==> src/hdl/pid_positional_tracking_antiwindup_defines.svh <==
// ----------------------------------------------------------------------------
// PID controller assertion macros
// Shared concurrent-assertion shorthands, clocked on clk_i and disabled
// while rst_ni is low.
// ----------------------------------------------------------------------------
`ifndef PID_POSITIONAL_TRACKING_ANTIWINDUP_DEFINES_SVH
`define PID_POSITIONAL_TRACKING_ANTIWINDUP_DEFINES_SVH

// Same-cycle implication.
`define PPTAW_ASSERT_IMP(lbl, ante, cons, msg) \
  lbl: assert property (@(posedge clk_i) disable iff (!rst_ni) (ante) |-> (cons)) \
    else $error(msg);

// Next-cycle implication.
`define PPTAW_ASSERT_NXT(lbl, ante, cons, msg) \
  lbl: assert property (@(posedge clk_i) disable iff (!rst_ni) (ante) |=> (cons)) \
    else $error(msg);

`endif

==> src/hdl/pptaw_pkg.sv <==
// ----------------------------------------------------------------------------
// PID controller package
// Types, register map, sequencer states and saturation helpers shared by
// the PID controller modules.
// ----------------------------------------------------------------------------
package pptaw_pkg;

  // Multiply-accumulate widths: operand up to 43 bits signed, 16-bit digit.
  localparam int OPA_W   = 43;
  localparam int COEF_W  = 32;
  localparam int DIGIT_W = COEF_W / 2;
  localparam int ACC_W   = OPA_W + DIGIT_W + 1;

  localparam int ADDR_W  = 5;
  localparam int DATA_W  = 32;

  typedef enum logic [2:0] {
    REG_PROP_GAIN       = 3'd0,
    REG_SETPOINT_WEIGHT = 3'd1,
    REG_INTEGRAL_GAIN   = 3'd2,
    REG_DERIV_POLE      = 3'd3,
    REG_DERIV_GAIN      = 3'd4,
    REG_OUT_MIN         = 3'd5,
    REG_OUT_MAX         = 3'd6,
    REG_BACKCALC_GAIN   = 3'd7
  } reg_idx_e;

  typedef enum logic [4:0] {
    ST_IDLE,
    ST_WSP_L, ST_WSP_H, ST_ERR,
    ST_P_L,   ST_P_H,
    ST_T1_L,  ST_T1_H,
    ST_T2_L,  ST_T2_H,  ST_DER,
    ST_I_L,   ST_I_H,   ST_INT,
    ST_TRK,
    ST_SUM,   ST_CLAMP,
    ST_BC_L,  ST_BC_H,  ST_BCFIX,
    ST_DONE
  } state_e;

  typedef struct packed {
    logic [30:0]        prop_gain;
    logic [30:0]        setpoint_weight;
    logic [30:0]        integral_gain;
    logic [16:0]        deriv_pole;
    logic [30:0]        deriv_gain;
    logic signed [31:0] out_min;
    logic signed [31:0] out_max;
    logic [16:0]        backcalc_gain;
  } cfg_t;

  typedef struct packed {
    logic en;  // update the accumulator
    logic hi;  // high coefficient digit: shift and accumulate
  } mac_ctl_t;

  localparam logic [30:0]        PROP_GAIN_RST       = 31'd65536;
  localparam logic [30:0]        SETPOINT_WEIGHT_RST = 31'd65536;
  localparam logic [30:0]        INTEGRAL_GAIN_RST   = 31'd0;
  localparam logic [16:0]        DERIV_POLE_RST      = 17'd0;
  localparam logic [30:0]        DERIV_GAIN_RST      = 31'd0;
  localparam logic signed [31:0] OUT_MIN_RST         = 32'sd0;
  localparam logic signed [31:0] OUT_MAX_RST         = 32'sd6553600;
  localparam logic [16:0]        BACKCALC_GAIN_RST   = 17'd0;

  // Saturate to 40 bits signed.
  function automatic logic signed [39:0] sat40(logic signed [ACC_W-1:0] x);
    logic signed [39:0] r;
    if ((x[ACC_W-1:39] == '0) || (x[ACC_W-1:39] == '1)) begin
      r = x[39:0];
    end else if (x[ACC_W-1]) begin
      r = {1'b1, {39{1'b0}}};
    end else begin
      r = {1'b0, {39{1'b1}}};
    end
    return r;
  endfunction

  // Saturate to 32 bits signed.
  function automatic logic signed [31:0] sat32(logic signed [ACC_W-1:0] x);
    logic signed [31:0] r;
    if ((x[ACC_W-1:31] == '0) || (x[ACC_W-1:31] == '1)) begin
      r = x[31:0];
    end else if (x[ACC_W-1]) begin
      r = {1'b1, {31{1'b0}}};
    end else begin
      r = {1'b0, {31{1'b1}}};
    end
    return r;
  endfunction

endpackage

==> src/hdl/pptaw_regs.sv <==
// ----------------------------------------------------------------------------
// PID controller register file
// APB-style write/read access to the six controller coefficients and the two
// output limits.
// ----------------------------------------------------------------------------
module pptaw_regs (
  input  logic                          clk_i,
  input  logic                          rst_ni,
  input  logic                          psel,
  input  logic                          penable,
  input  logic                          pwrite,
  input  logic [pptaw_pkg::ADDR_W-1:0]  paddr,
  input  logic [pptaw_pkg::DATA_W-1:0]  pwdata,
  output logic [pptaw_pkg::DATA_W-1:0]  prdata,
  output logic                          pready,
  output pptaw_pkg::cfg_t               cfg_o
);

  pptaw_pkg::cfg_t      cfg_q;
  pptaw_pkg::reg_idx_e  idx;
  logic                 wr_en;

  assign pready = 1'b1;
  assign idx    = pptaw_pkg::reg_idx_e'(paddr[pptaw_pkg::ADDR_W-1:2]);
  assign wr_en  = psel & penable & pwrite & pready;
  assign cfg_o  = cfg_q;

  always_ff @(posedge clk_i or negedge rst_ni) begin
    if (!rst_ni) begin
      cfg_q.prop_gain       <= pptaw_pkg::PROP_GAIN_RST;
      cfg_q.setpoint_weight <= pptaw_pkg::SETPOINT_WEIGHT_RST;
      cfg_q.integral_gain   <= pptaw_pkg::INTEGRAL_GAIN_RST;
      cfg_q.deriv_pole      <= pptaw_pkg::DERIV_POLE_RST;
      cfg_q.deriv_gain      <= pptaw_pkg::DERIV_GAIN_RST;
      cfg_q.out_min         <= pptaw_pkg::OUT_MIN_RST;
      cfg_q.out_max         <= pptaw_pkg::OUT_MAX_RST;
      cfg_q.backcalc_gain   <= pptaw_pkg::BACKCALC_GAIN_RST;
    end else if (wr_en) begin
      case (idx)
        pptaw_pkg::REG_PROP_GAIN:       cfg_q.prop_gain       <= pwdata[30:0];
        pptaw_pkg::REG_SETPOINT_WEIGHT: cfg_q.setpoint_weight <= pwdata[30:0];
        pptaw_pkg::REG_INTEGRAL_GAIN:   cfg_q.integral_gain   <= pwdata[30:0];
        pptaw_pkg::REG_DERIV_POLE:      cfg_q.deriv_pole      <= pwdata[16:0];
        pptaw_pkg::REG_DERIV_GAIN:      cfg_q.deriv_gain      <= pwdata[30:0];
        pptaw_pkg::REG_OUT_MIN:         cfg_q.out_min         <= $signed(pwdata);
        pptaw_pkg::REG_OUT_MAX:         cfg_q.out_max         <= $signed(pwdata);
        pptaw_pkg::REG_BACKCALC_GAIN:   cfg_q.backcalc_gain   <= pwdata[16:0];
        default: ;
      endcase
    end
  end

  always_comb begin
    case (idx)
      pptaw_pkg::REG_PROP_GAIN:       prdata = {1'b0, cfg_q.prop_gain};
      pptaw_pkg::REG_SETPOINT_WEIGHT: prdata = {1'b0, cfg_q.setpoint_weight};
      pptaw_pkg::REG_INTEGRAL_GAIN:   prdata = {1'b0, cfg_q.integral_gain};
      pptaw_pkg::REG_DERIV_POLE:      prdata = {15'd0, cfg_q.deriv_pole};
      pptaw_pkg::REG_DERIV_GAIN:      prdata = {1'b0, cfg_q.deriv_gain};
      pptaw_pkg::REG_OUT_MIN:         prdata = cfg_q.out_min;
      pptaw_pkg::REG_OUT_MAX:         prdata = cfg_q.out_max;
      pptaw_pkg::REG_BACKCALC_GAIN:   prdata = {15'd0, cfg_q.backcalc_gain};
      default:                        prdata = '0;
    endcase
  end

endmodule

==> src/hdl/pptaw_mac.sv <==
// ----------------------------------------------------------------------------
// PID controller shared multiplier
// Two-pass Q16 product: floor(a * c / 2^16) built from the low and the high
// 16-bit digit of the coefficient on one 43x17 signed multiplier.
// ----------------------------------------------------------------------------
module pptaw_mac (
  input  logic                                 clk_i,
  input  pptaw_pkg::mac_ctl_t                  ctl_i,
  input  logic signed [pptaw_pkg::OPA_W-1:0]   opa_i,
  input  logic [pptaw_pkg::COEF_W-1:0]         coef_i,
  output logic signed [pptaw_pkg::ACC_W-1:0]   acc_o
);

  logic [pptaw_pkg::DIGIT_W-1:0]       digit;
  logic signed [pptaw_pkg::ACC_W-1:0]  prod;
  logic signed [pptaw_pkg::ACC_W-1:0]  acc_d;
  logic signed [pptaw_pkg::ACC_W-1:0]  acc_q;

  assign digit = ctl_i.hi ? coef_i[pptaw_pkg::COEF_W-1:pptaw_pkg::DIGIT_W]
                          : coef_i[pptaw_pkg::DIGIT_W-1:0];
  assign prod  = opa_i * $signed({1'b0, digit});

  // Low pass keeps the full product; high pass floors it by 2^16 and adds.
  assign acc_d = ctl_i.hi ? (acc_q >>> pptaw_pkg::DIGIT_W) + prod : prod;
  assign acc_o = acc_q;

  always_ff @(posedge clk_i) begin
    if (ctl_i.en) begin
      acc_q <= acc_d;
    end
  end

endmodule

==> src/hdl/pptaw_core.sv <==
// ----------------------------------------------------------------------------
// PID controller sequencer and datapath
// Steps one sample through the P, D, I and anti-windup terms on the shared
// multiplier, keeps the controller state and holds the result register.
// ----------------------------------------------------------------------------
`include "pid_positional_tracking_antiwindup_defines.svh"

module pptaw_core (
  input  logic                clk_i,
  input  logic                rst_ni,
  input  pptaw_pkg::cfg_t     cfg_i,
  input  logic                in_valid_i,
  output logic                in_ready_o,
  input  logic signed [31:0]  setpoint_i,
  input  logic signed [31:0]  measurement_i,
  input  logic signed [31:0]  track_value_i,
  input  logic                active_mode_i,
  output logic                out_valid_o,
  input  logic                out_ready_i,
  output logic signed [31:0]  drive_o,
  output logic                windup_flag_o
);

  localparam int AW = pptaw_pkg::ACC_W;
  localparam int OW = pptaw_pkg::OPA_W;

  pptaw_pkg::state_e    state_q, state_d;
  pptaw_pkg::mac_ctl_t  mac_ctl;

  logic signed [OW-1:0]            opa;
  logic [pptaw_pkg::COEF_W-1:0]    coef;
  logic signed [AW-1:0]            acc;
  logic                            out_load;

  // Sample and intermediates
  logic signed [31:0]  sp_q, pv_q, tv_q;
  logic                act_q;
  logic signed [39:0]  e_q, p_q, i_q;
  logic signed [33:0]  t1_q;
  logic signed [31:0]  d_q, u_q;
  logic signed [41:0]  raw_q;
  logic                flag_q;

  // Controller state
  logic signed [39:0]  integ_q;
  logic signed [31:0]  deriv_q, last_q;

  // Result register
  logic                out_valid_q;
  logic signed [31:0]  drive_q;
  logic                wl_q;

  logic signed [31:0]  tv_lo, tv_clamp;
  logic signed [41:0]  u_lo, u_clamp;
  logic                flag_c;

  pptaw_mac u_mac (
    .clk_i  (clk_i),
    .ctl_i  (mac_ctl),
    .opa_i  (opa),
    .coef_i (coef),
    .acc_o  (acc)
  );

  // Tracking target and output clamp: lower limit first, upper limit last.
  assign tv_lo    = (tv_q < cfg_i.out_min) ? cfg_i.out_min : tv_q;
  assign tv_clamp = (tv_lo > cfg_i.out_max) ? cfg_i.out_max : tv_lo;
  assign u_lo     = (raw_q < 42'(cfg_i.out_min)) ? 42'(cfg_i.out_min) : raw_q;
  assign u_clamp  = (u_lo > 42'(cfg_i.out_max)) ? 42'(cfg_i.out_max) : u_lo;
  assign flag_c   = act_q && (u_clamp != raw_q) && (cfg_i.backcalc_gain != '0);

  // Operand select for the shared multiplier
  always_comb begin
    opa  = '0;
    coef = '0;
    case (state_q)
      pptaw_pkg::ST_WSP_L, pptaw_pkg::ST_WSP_H: begin
        opa  = OW'(sp_q);
        coef = {1'b0, cfg_i.setpoint_weight};
      end
      pptaw_pkg::ST_P_L, pptaw_pkg::ST_P_H: begin
        opa  = OW'(e_q);
        coef = {1'b0, cfg_i.prop_gain};
      end
      pptaw_pkg::ST_T1_L, pptaw_pkg::ST_T1_H: begin
        opa  = OW'(deriv_q);
        coef = {15'd0, cfg_i.deriv_pole};
      end
      pptaw_pkg::ST_T2_L, pptaw_pkg::ST_T2_H: begin
        opa  = OW'(pv_q) - OW'(last_q);
        coef = {1'b0, cfg_i.deriv_gain};
      end
      pptaw_pkg::ST_I_L, pptaw_pkg::ST_I_H: begin
        opa  = OW'(sp_q) - OW'(pv_q);
        coef = {1'b0, cfg_i.integral_gain};
      end
      pptaw_pkg::ST_BC_L, pptaw_pkg::ST_BC_H: begin
        opa  = OW'(u_q) - OW'(raw_q);
        coef = {15'd0, cfg_i.backcalc_gain};
      end
      default: ;
    endcase
  end

  // Next state and control
  always_comb begin
    state_d    = state_q;
    in_ready_o = 1'b0;
    mac_ctl    = '0;
    out_load   = 1'b0;
    case (state_q)
      pptaw_pkg::ST_IDLE: begin
        in_ready_o = 1'b1;
        if (in_valid_i) begin
          state_d = pptaw_pkg::ST_WSP_L;
        end
      end
      pptaw_pkg::ST_WSP_L: begin
        mac_ctl.en = 1'b1;
        state_d    = pptaw_pkg::ST_WSP_H;
      end
      pptaw_pkg::ST_WSP_H: begin
        mac_ctl = '{en: 1'b1, hi: 1'b1};
        state_d = pptaw_pkg::ST_ERR;
      end
      pptaw_pkg::ST_ERR:   state_d = pptaw_pkg::ST_P_L;
      pptaw_pkg::ST_P_L: begin
        mac_ctl.en = 1'b1;
        state_d    = pptaw_pkg::ST_P_H;
      end
      pptaw_pkg::ST_P_H: begin
        mac_ctl = '{en: 1'b1, hi: 1'b1};
        state_d = pptaw_pkg::ST_T1_L;
      end
      pptaw_pkg::ST_T1_L: begin
        mac_ctl.en = 1'b1;
        state_d    = pptaw_pkg::ST_T1_H;
      end
      pptaw_pkg::ST_T1_H: begin
        mac_ctl = '{en: 1'b1, hi: 1'b1};
        state_d = pptaw_pkg::ST_T2_L;
      end
      pptaw_pkg::ST_T2_L: begin
        mac_ctl.en = 1'b1;
        state_d    = pptaw_pkg::ST_T2_H;
      end
      pptaw_pkg::ST_T2_H: begin
        mac_ctl = '{en: 1'b1, hi: 1'b1};
        state_d = pptaw_pkg::ST_DER;
      end
      pptaw_pkg::ST_DER: begin
        state_d = act_q ? pptaw_pkg::ST_I_L : pptaw_pkg::ST_TRK;
      end
      pptaw_pkg::ST_I_L: begin
        mac_ctl.en = 1'b1;
        state_d    = pptaw_pkg::ST_I_H;
      end
      pptaw_pkg::ST_I_H: begin
        mac_ctl = '{en: 1'b1, hi: 1'b1};
        state_d = pptaw_pkg::ST_INT;
      end
      pptaw_pkg::ST_INT:   state_d = pptaw_pkg::ST_SUM;
      pptaw_pkg::ST_TRK:   state_d = pptaw_pkg::ST_SUM;
      pptaw_pkg::ST_SUM:   state_d = pptaw_pkg::ST_CLAMP;
      pptaw_pkg::ST_CLAMP: begin
        state_d = flag_c ? pptaw_pkg::ST_BC_L : pptaw_pkg::ST_DONE;
      end
      pptaw_pkg::ST_BC_L: begin
        mac_ctl.en = 1'b1;
        state_d    = pptaw_pkg::ST_BC_H;
      end
      pptaw_pkg::ST_BC_H: begin
        mac_ctl = '{en: 1'b1, hi: 1'b1};
        state_d = pptaw_pkg::ST_BCFIX;
      end
      pptaw_pkg::ST_BCFIX: state_d = pptaw_pkg::ST_DONE;
      pptaw_pkg::ST_DONE: begin
        // Hold until the result register is free.
        if (!out_valid_q || out_ready_i) begin
          out_load = 1'b1;
          state_d  = pptaw_pkg::ST_IDLE;
        end
      end
      default: state_d = pptaw_pkg::ST_IDLE;
    endcase
  end

  always_ff @(posedge clk_i or negedge rst_ni) begin
    if (!rst_ni) begin
      state_q <= pptaw_pkg::ST_IDLE;
    end else begin
      state_q <= state_d;
    end
  end

  // Datapath registers
  always_ff @(posedge clk_i) begin
    case (state_q)
      pptaw_pkg::ST_IDLE: begin
        if (in_valid_i) begin
          sp_q  <= setpoint_i;
          pv_q  <= measurement_i;
          tv_q  <= track_value_i;
          act_q <= active_mode_i;
        end
      end
      pptaw_pkg::ST_ERR: begin
        e_q <= pptaw_pkg::sat40(AW'(pptaw_pkg::sat40(acc)) - AW'(pv_q));
      end
      pptaw_pkg::ST_T1_L:  p_q  <= pptaw_pkg::sat40(acc);
      pptaw_pkg::ST_T2_L:  t1_q <= acc[33:0];
      pptaw_pkg::ST_DER:   d_q  <= pptaw_pkg::sat32(AW'(t1_q) - acc);
      pptaw_pkg::ST_INT:   i_q  <= pptaw_pkg::sat40(AW'(integ_q) + acc);
      pptaw_pkg::ST_TRK: begin
        i_q <= pptaw_pkg::sat40(AW'(tv_clamp) - AW'(p_q) - AW'(d_q));
      end
      pptaw_pkg::ST_SUM:   raw_q <= 42'(p_q) + 42'(i_q) + 42'(d_q);
      pptaw_pkg::ST_CLAMP: begin
        u_q    <= u_clamp[31:0];
        flag_q <= flag_c;
      end
      pptaw_pkg::ST_BCFIX: i_q <= pptaw_pkg::sat40(AW'(i_q) + acc);
      default: ;
    endcase
    if (out_load) begin
      drive_q <= u_q;
      wl_q    <= flag_q;
    end
  end

  // Controller state and result valid
  always_ff @(posedge clk_i or negedge rst_ni) begin
    if (!rst_ni) begin
      integ_q     <= '0;
      deriv_q     <= '0;
      last_q      <= '0;
      out_valid_q <= 1'b0;
    end else begin
      if (out_load) begin
        integ_q     <= i_q;
        deriv_q     <= d_q;
        last_q      <= pv_q;
        out_valid_q <= 1'b1;
      end else if (out_ready_i) begin
        out_valid_q <= 1'b0;
      end
    end
  end

  assign out_valid_o   = out_valid_q;
  assign drive_o       = drive_q;
  assign windup_flag_o = wl_q;

  `PPTAW_ASSERT_IMP(a_windup_at_limit,
    out_valid_o && windup_flag_o,
    (drive_o == cfg_i.out_min) || (drive_o == cfg_i.out_max),
    "windup flag set while drive is not at a limit")

  `PPTAW_ASSERT_IMP(a_drive_in_limits,
    out_valid_o && ($signed(cfg_i.out_min) <= $signed(cfg_i.out_max)),
    ($signed(drive_o) >= $signed(cfg_i.out_min)) &&
      ($signed(drive_o) <= $signed(cfg_i.out_max)),
    "drive outside ordered output limits")

  `PPTAW_ASSERT_IMP(a_tracking_no_flag,
    (state_q == pptaw_pkg::ST_DONE) && !act_q,
    !flag_q,
    "anti-windup flagged on a tracking sample")

  `PPTAW_ASSERT_NXT(a_state_commit,
    state_q != pptaw_pkg::ST_DONE,
    $stable(last_q) && $stable(integ_q) && $stable(deriv_q),
    "controller state changed outside commit")

endmodule

==> src/hdl/pid_positional_tracking_antiwindup.sv <==
// ----------------------------------------------------------------------------
// PID controller with tracking and back-calculation anti-windup
// Setpoint-weighted P, filtered derivative on measurement, integral with
// output tracking, output clamp and back-calculated integral correction.
// ----------------------------------------------------------------------------
// Sequencing: P and D terms, then the integral in active mode or tracking in
//   tracking mode, then back-calculation when anti-windup corrects the integral.
// Samples: a new one is taken only after the last result is loaded; one 43x17
//   multiplier does each product in two passes (low, high coefficient digit).
// Reset: clears integral, derivative and last measurement, loads register
//   defaults, and leaves the block idle and ready.
module pid_positional_tracking_antiwindup (
  input  logic                          clk_i,
  input  logic                          rst_ni,
  input  logic                          psel,
  input  logic                          penable,
  input  logic                          pwrite,
  input  logic [pptaw_pkg::ADDR_W-1:0]  paddr,
  input  logic [pptaw_pkg::DATA_W-1:0]  pwdata,
  output logic [pptaw_pkg::DATA_W-1:0]  prdata,
  output logic                          pready,
  input  logic                          in_valid_i,
  output logic                          in_ready_o,
  input  logic signed [31:0]            setpoint_i,
  input  logic signed [31:0]            measurement_i,
  input  logic signed [31:0]            track_value_i,
  input  logic                          active_mode_i,
  output logic                          out_valid_o,
  input  logic                          out_ready_i,
  output logic signed [31:0]            drive_o,
  output logic                          windup_flag_o
);

  pptaw_pkg::cfg_t cfg;

  pptaw_regs u_regs (
    .clk_i   (clk_i),
    .rst_ni  (rst_ni),
    .psel    (psel),
    .penable (penable),
    .pwrite  (pwrite),
    .paddr   (paddr),
    .pwdata  (pwdata),
    .prdata  (prdata),
    .pready  (pready),
    .cfg_o   (cfg)
  );

  pptaw_core u_core (
    .clk_i         (clk_i),
    .rst_ni        (rst_ni),
    .cfg_i         (cfg),
    .in_valid_i    (in_valid_i),
    .in_ready_o    (in_ready_o),
    .setpoint_i    (setpoint_i),
    .measurement_i (measurement_i),
    .track_value_i (track_value_i),
    .active_mode_i (active_mode_i),
    .out_valid_o   (out_valid_o),
    .out_ready_i   (out_ready_i),
    .drive_o       (drive_o),
    .windup_flag_o (windup_flag_o)
  );

endmodule
==> config.mk <==
export PLATFORM = sky130hd
export DESIGN_NAME = pid_positional_tracking_antiwindup
export DESIGN_NICKNAME = d
export VERILOG_FILES = /design/src/hdl/pptaw_pkg.sv /design/src/hdl/pptaw_regs.sv /design/src/hdl/pptaw_mac.sv /design/src/hdl/pptaw_core.sv /design/src/hdl/pid_positional_tracking_antiwindup.sv
export VERILOG_INCLUDE_DIRS = /design/src /design/src/hdl
export SDC_FILE = /design/constraint.sdc
export NUM_CORES = 2
export LEC_CHECK = 0
export BUFFER_PORTS_ARGS = -buffer_cell sky130_fd_sc_hd__clkbuf_2
export CAP_MARGIN = 20
export CORE_UTILIZATION = 40
export DETAILED_ROUTE_END_ITERATION = 16
export PLACE_DENSITY = 0.54
export SLEW_MARGIN = 20
export SYNTH_ARGS = -nofsm -noshare
export SYNTH_HDL_FRONTEND = slang
export SYNTH_HIERARCHICAL = 1
export SYNTH_SLANG_ARGS = --single-unit
==> constraint.sdc <==
create_clock -name clk_i -period 12.33 [get_ports clk_i]
set_clock_uncertainty 0.1 [all_clocks]
set_input_delay 1.233 -clock clk_i [delete_from_list [all_inputs] [get_ports clk_i]]
set_output_delay 1.233 -clock clk_i [all_outputs]
set_load 0.05 [all_outputs]
Yosys cells after proc, flatten, opt, wreduce, memory -nomap -nowiden --
Index checks and enable logic that the tools add are counted.
Cells by class: $add $sub $neg 12, multipliers 1, magnitude comparators 4, equal/unequal tests 36, muxes and demuxes 35, bitwise operators 2, reduce and logical (&&, ||, !) cells 40
Operators by type and width (number):
- 40-bit 2-to-1 mux | 11
- 43-bit one-hot mux with 6 select lines | 1
- 32-bit one-hot mux with 8 select lines | 1
- 31-bit one-hot mux with 6 select lines | 1
- 32-bit 2-to-1 mux | 4
- 40-bit by 60-bit adder with 60-bit output | 2
- 40-bit one-hot mux with 3 select lines | 1
- 21-bit equality test (second input constant) | 5
- 21-bit logical NOT | 5
- 5-bit one-hot mux with 20 select lines | 1
- 42-bit 2-to-1 mux | 2
- 32-bit by 32-bit subtractor with 33-bit output | 2
- 44-bit by 60-bit adder with 60-bit output | 1
- 43-bit by 17-bit multiplier with 60-bit output | 1
- 60-bit 2-to-1 mux | 1
- 34-bit by 60-bit subtractor with 60-bit output | 1
- 32-bit by 42-bit subtractor with 43-bit output | 1
- 41-bit by 32-bit adder with 42-bit output | 1
- 42-bit by 32-bit > comparator with 1-bit output | 1
- 42-bit by 32-bit < comparator with 1-bit output | 1
- 42-bit != test | 1
- 41-bit by 32-bit subtractor with 42-bit output | 1
- 40-bit by 40-bit adder with 41-bit output | 1
- 32-bit by 40-bit subtractor with 41-bit output | 1
- 32 further kinds | 82
Word-level totals: register bits 783, bits of input ports 141, output and inout bits 68, word-level logic and storage cells 158

Logic depth before layout (Yosys ltp) --
depth in word-level cells 10, mapped depth 54, depth with buffers taken out 51

By module --
The synthesis kept the hierarchy.
Modules (own cells, without submodules):
- pptaw_core | instances 1, cells each 5771, area each 49801.5 um^2, seq. area each 14493.9 um^2
- pptaw_mac | instances 1, cells each 3466, area each 30063.8 um^2, seq. area each 1801.7 um^2
- pptaw_regs | instances 1, cells each 757, area each 10398.7 um^2, seq. area each 5561.6 um^2

Least setup slack after synthesis --
Ideal clock, no wire load.
path type register to register, start register u_core.pv_q[0], end register u_core.u_mac.acc_q (netlist bit u_core/u_mac/acc_o[56]) (data pin), library setup time 0.260 ns, data arrival time 10.896 ns, required time 11.970 ns, path slack 1.074 ns, stages on the path, launching flop included 49, buffers on the path 3, period minus slack after synthesis 11.256 ns, cell sequence edfxtp_1 -> inv_1 -> ha_1 -> fa_1 -> nor2b_1 -> o21a_1 -> o21ai_0 -> a21oi_1 -> a2111oi_0 -> a211oi_1 -> nor2_1 -> o311a_1 -> o21bai_1 -> a21oi_1 -> o21ai_0 -> nand2_1 -> a211oi_1 -> clkbuf_1 -> (+13 left out) -> clkbuf_1 -> nand4_1 -> nand2b_1 -> a2111oi_0 -> nor2_1 -> o31ai_1 -> xor2_1 -> ha_1 -> a21o_1 -> a21o_1 -> a21oi_1 -> and2_2 -> nand4b_1 -> a31oi_2 -> o21ai_0 -> a221oi_1 -> xnor2_1 -> mux2_2
On the way: longest elaborated chain between the ends 5, elaborated cells between the ends (all ways) 6, those cells by class add/sub (3); mul (1); mux (2)
RTL lines:
- start, declared | line pptaw_core.sv:36 | logic signed [31:0] sp_q, pv_q, tv_q;
- start signal, assigned | line pptaw_core.sv:202 | pv_q <= measurement_i;
- 32-bit by 32-bit subtractor with 33-bit output, on equally long branches | line pptaw_core.sv:94, pptaw_core.sv:90
- 43-bit one-hot mux with 6 select lines (*) | line pptaw_core.sv:76 | case (state_q)
- net u_core.opa[35] | line pptaw_core.sv:30 | logic signed [OW-1:0] opa;
- 43-bit by 17-bit multiplier with 60-bit output (*) | line pptaw_mac.sv:21 | assign prod = opa_i * $signed({1'b0, digit});
- 44-bit by 60-bit adder with 60-bit output | line pptaw_mac.sv:24 | assign acc_d = ctl_i.hi ? (acc_q >>> pptaw_pkg::DIGIT_W) + prod : prod;
- 60-bit 2-to-1 mux (*) | line pptaw_mac.sv:24
- net u_core.u_mac.acc_d, one bit | line pptaw_mac.sv:16 | logic signed [pptaw_pkg::ACC_W-1:0] acc_d;
- end signal, assigned | line pptaw_mac.sv:29 | acc_q <= acc_d;
- end, declared | line pptaw_mac.sv:17 | logic signed [pptaw_pkg::ACC_W-1:0] acc_q;
The timed path passes the listed nets; every way through them passes the cells marked *. A chain may end at the register's enable or synchronous reset.

Final worst setup path --
start register u_core.raw_q[0], end register u_core.u_mac.acc_q (netlist bit u_core/u_mac/acc_o[58]) (data pin)
On the way: longest elaborated chain between the ends 5
RTL lines:
- start, declared | line pptaw_core.sv:41 | logic signed [41:0] raw_q;
- start signal, assigned | line pptaw_core.sv:217 | pptaw_pkg::ST_SUM: raw_q <= 42'(p_q) + 42'(i_q) + 42'(d_q);
- 32-bit by 42-bit subtractor with 43-bit output (*) | line pptaw_core.sv:98 | opa = OW'(u_q) - OW'(raw_q);
- 43-bit one-hot mux with 6 select lines (*) | line pptaw_core.sv:76
- net u_core.opa[18] | line pptaw_core.sv:30
- 43-bit by 17-bit multiplier with 60-bit output (*) | line pptaw_mac.sv:21
- 44-bit by 60-bit adder with 60-bit output | line pptaw_mac.sv:24
- 60-bit 2-to-1 mux (*) | line pptaw_mac.sv:24
- net u_core.u_mac.acc_d, one bit | line pptaw_mac.sv:16
Marks and branches as above.

==> results.cfg <==
[run_status]
run_status = finished clean

[routing]
drt_iter0_drc = 7019
drc = 0
vias = 78334
viasPerCell = 5.79
wl_per_cell_um = 26.3
drt_first_pass_iters = 9
wl_mm = 357
final_antenna_net_count = 0

[floorplanning]
ios = 209
start_util = 0.402
die_h_um = 477
core_area_sq_um = 224000
die_w_um = 477
dieArea_sq_um = 228000
placementRows = 174

[cts]
clock_latency_ps = 780
clkTransAtPathRegs_ps = 60
root_buffer = clkbuf_16
cts_inserted_buffers = 97
cts_tree = yes
cts_buffer_depth = 3
cts.sinks = 783
htreeDepth = 3

[sta]
finalCritPeriodShare = 0.973
finalWorstSetupSlack_ps = 339
worstMarginPinSlew_ps = 1210
finalHoldViolations = 0
finalSetupViolations = 0
clock.fmax_mhz = 83.4
period_needed_ps = 11990
slew_violations = 0
slew_headroom = 0.187

[layout]
syn_to_final_growth_pct = 13.0
finalInstanceArea_sq_um = 102000
layout.cells.non_filler = 13539
drive_above_1_share = 0.142
fin_nets = 12084
final_util = 0.454

[hold_path]
hold_path.class = reg2reg
min_from = u_core/flag_q$_DFFE_PP_

[global_route]
grt_antenna_before_repair = 12
gr-total-overflow = 0
grt_pass1_vias = 77748
track_usage = 0.308
grt_pass1_wl_mm = 522
grt_max_degree = 162

[synthesis]
synth_seq_area_share = 0.242
syn-num-nets = 11622
yosysUniqueCellTypes = 125
yosysWarnings = 6
synthCells = 9994
synth.avg_cell_area_sq_um = 9.03
synthFlopType = edfxtp_1
ys_seq_elements = 783
synth_area_sq_um = 90300
synthArstFlopShare = 0.424
synth_enable_flop_cells = 451

[critical_path]
critPathSlowestCell = fa_1
worstSetupPathType = reg2reg
slowest_delay_ps = 560
critPathBufInv = 8
worst_setup_path_end_kind = register
cp-startpoint = u_core/raw_q[0]$_DFFE_PP_
required_ps = 12680
crit_arrival_ps = 12340
crit_fanout = 5
crit_path_frequent_cell = fa_1
r2r_start = u_core/raw_q[0]$_DFFE_PP_
startpoint_type = register
cpLargestDelayFamily = adder cells

[placed_design]
place_ws_ps = -120
port_buffers = 205
placed_area_sq_um = 98000
dp_cells = 13341
dpl.hpwl_mm = 290
routabilityCongestion = 1.02

[run]
drv_cap = 0
## cell usage after synthesis, types with 146 or more instances
library cell	n	area share
mux2_2	348	0.043
fa_1	732	0.16
clkbuf_1	331	0.014
nor2b_1	153	0.011
xnor2_1	321	0.031
and2_1	219	0.015
a21o_1	301	0.025
a21oi_1	682	0.038
o21ai_0	514	0.028
inv_1	1235	0.051
ha_1	755	0.10
nor2_1	457	0.019
nand3_1	146	0.0081
dfrtp_1	327	0.091
nand2_1	1128	0.047
xor2_1	192	0.019
edfxtp_1	451	0.15
## logic make-up (layout without fill, tap and decap cells)
kind of cell / Yosys count / in the layout / synth area share
compound gates: 2448 / 2448 / 0.176
xor+xnor: 513 / 513 / 0.0498
fa+ha+maj: 1487 / 1487 / 0.267
buf+inv: 1667 / 2213 / 0.0726
flops: 783 / 783 / 0.242
mux: 405 / 405 / 0.0499
other cells: 2 / 9 / 0.0000832
simple gates: 2689 / 2689 / 0.142
## cell usage in the layout (no fill, tap or decap), types with 67 or more instances in the layout
master,instances
a31oi_1,67
dfrtp_1,327
edfxtp_1,451
nor2b_1,152
clkbuf_2,203
nand2b_1,77
clkbuf_16,99
o21ai_0,483
o21bai_1,73
and2_1,215
nor3_1,89
fa_1,732
xor2_1,189
ha_1,751
a21oi_1,670
nand2_1,1125
nand4_1,135
nor2_1,449
inv_1,1235
o21a_1,83
a21o_1,300
xnor2_1,313
buf_4,557
mux2_2,348
nand3_1,146
o211ai_1,68
## path summary, 6_finish.rpt
path / endpoint / slack, ps / cells after the start
min in group asynchronous: u_core/integ_q[2]$_DFFE_PN0P_ / 380 / 1
max in group asynchronous: u_regs/cfg_o[219]$_DFFE_PN0P_ / 9480 / 3
setup reg to reg: u_core/u_mac/acc_o[58]$_DFFE_PP_ / 340 / 46
hold reg to reg: u_core/windup_flag_o$_DFFE_PP_ / 330 / 0
hold / removal: u_core/windup_flag_o$_DFFE_PP_ / 330 / 0
setup / recovery: u_core/u_mac/acc_o[58]$_DFFE_PP_ / 340 / 46
## layer usage
layer  vias to the layer above  track usage  part of all wire  routed length, um
met4                         6        0.189             0.072              25700
met1                     38976        0.397              0.41             147000
met5                         -            0           0.00010                 36
li1                      35643            -                 -                  -
met3                       723       0.0344             0.060              21200
met2                      2986        0.495              0.46             163000
## through the flow
stage	hold slack, ps	setup TNS (ps)
after floorplan	300	0
after CTS	327	0
final	328	0
after global routing	355	-90.1
after detailed placement	313	-253
after global placement	306	-408
## worst reg2reg max path, delay by kind of cell, from the launching register on
| family | cells | cell delay [ps] |
|---|---|---|
| simple gates | 8 | 1350 |
| fa+ha+maj | 10 | 4510 |
| flops | 1 | 460 |
| compound gates | 18 | 3850 |
| buf+inv | 8 | 950 |
| xor+xnor | 2 | 450 |
## sequential cells by signal, summed over array words and instances (netlist names), 34 cells and up
name and flops:
u_core/u_mac/acc_o 60, u_core/p_q 40, u_core/e_q 40, u_core/t1_q 34
u_core/raw_q 42, u_core/i_q 40, u_core/integ_q 40, u_regs/cfg_o 222
## area by class of cell
cell class | count | area [sq um]
Clock inverter | 57 | 732
Tap cell | 2992 | 3740
Inverter | 1238 | 4650
Antenna cell | 7 | 17.5
Sequential cell | 783 | 21900
Clock buffer | 126 | 2680
Multi-Input combinational cell | 7544 | 62500
Fill cell | 21911 | 123000
Timing Repair Buffer | 792 | 5820
## timing repair
action	CTS	global route
buffers inserted	0	7
setup endpoints to repair	5	18
resized for setup	6	82
hold buffers	0	0
pin swaps	0	21
Power is left out: the tool's default activity adds up to more than one toggle a clock period on the data nets, which glitch-free logic cannot reach.
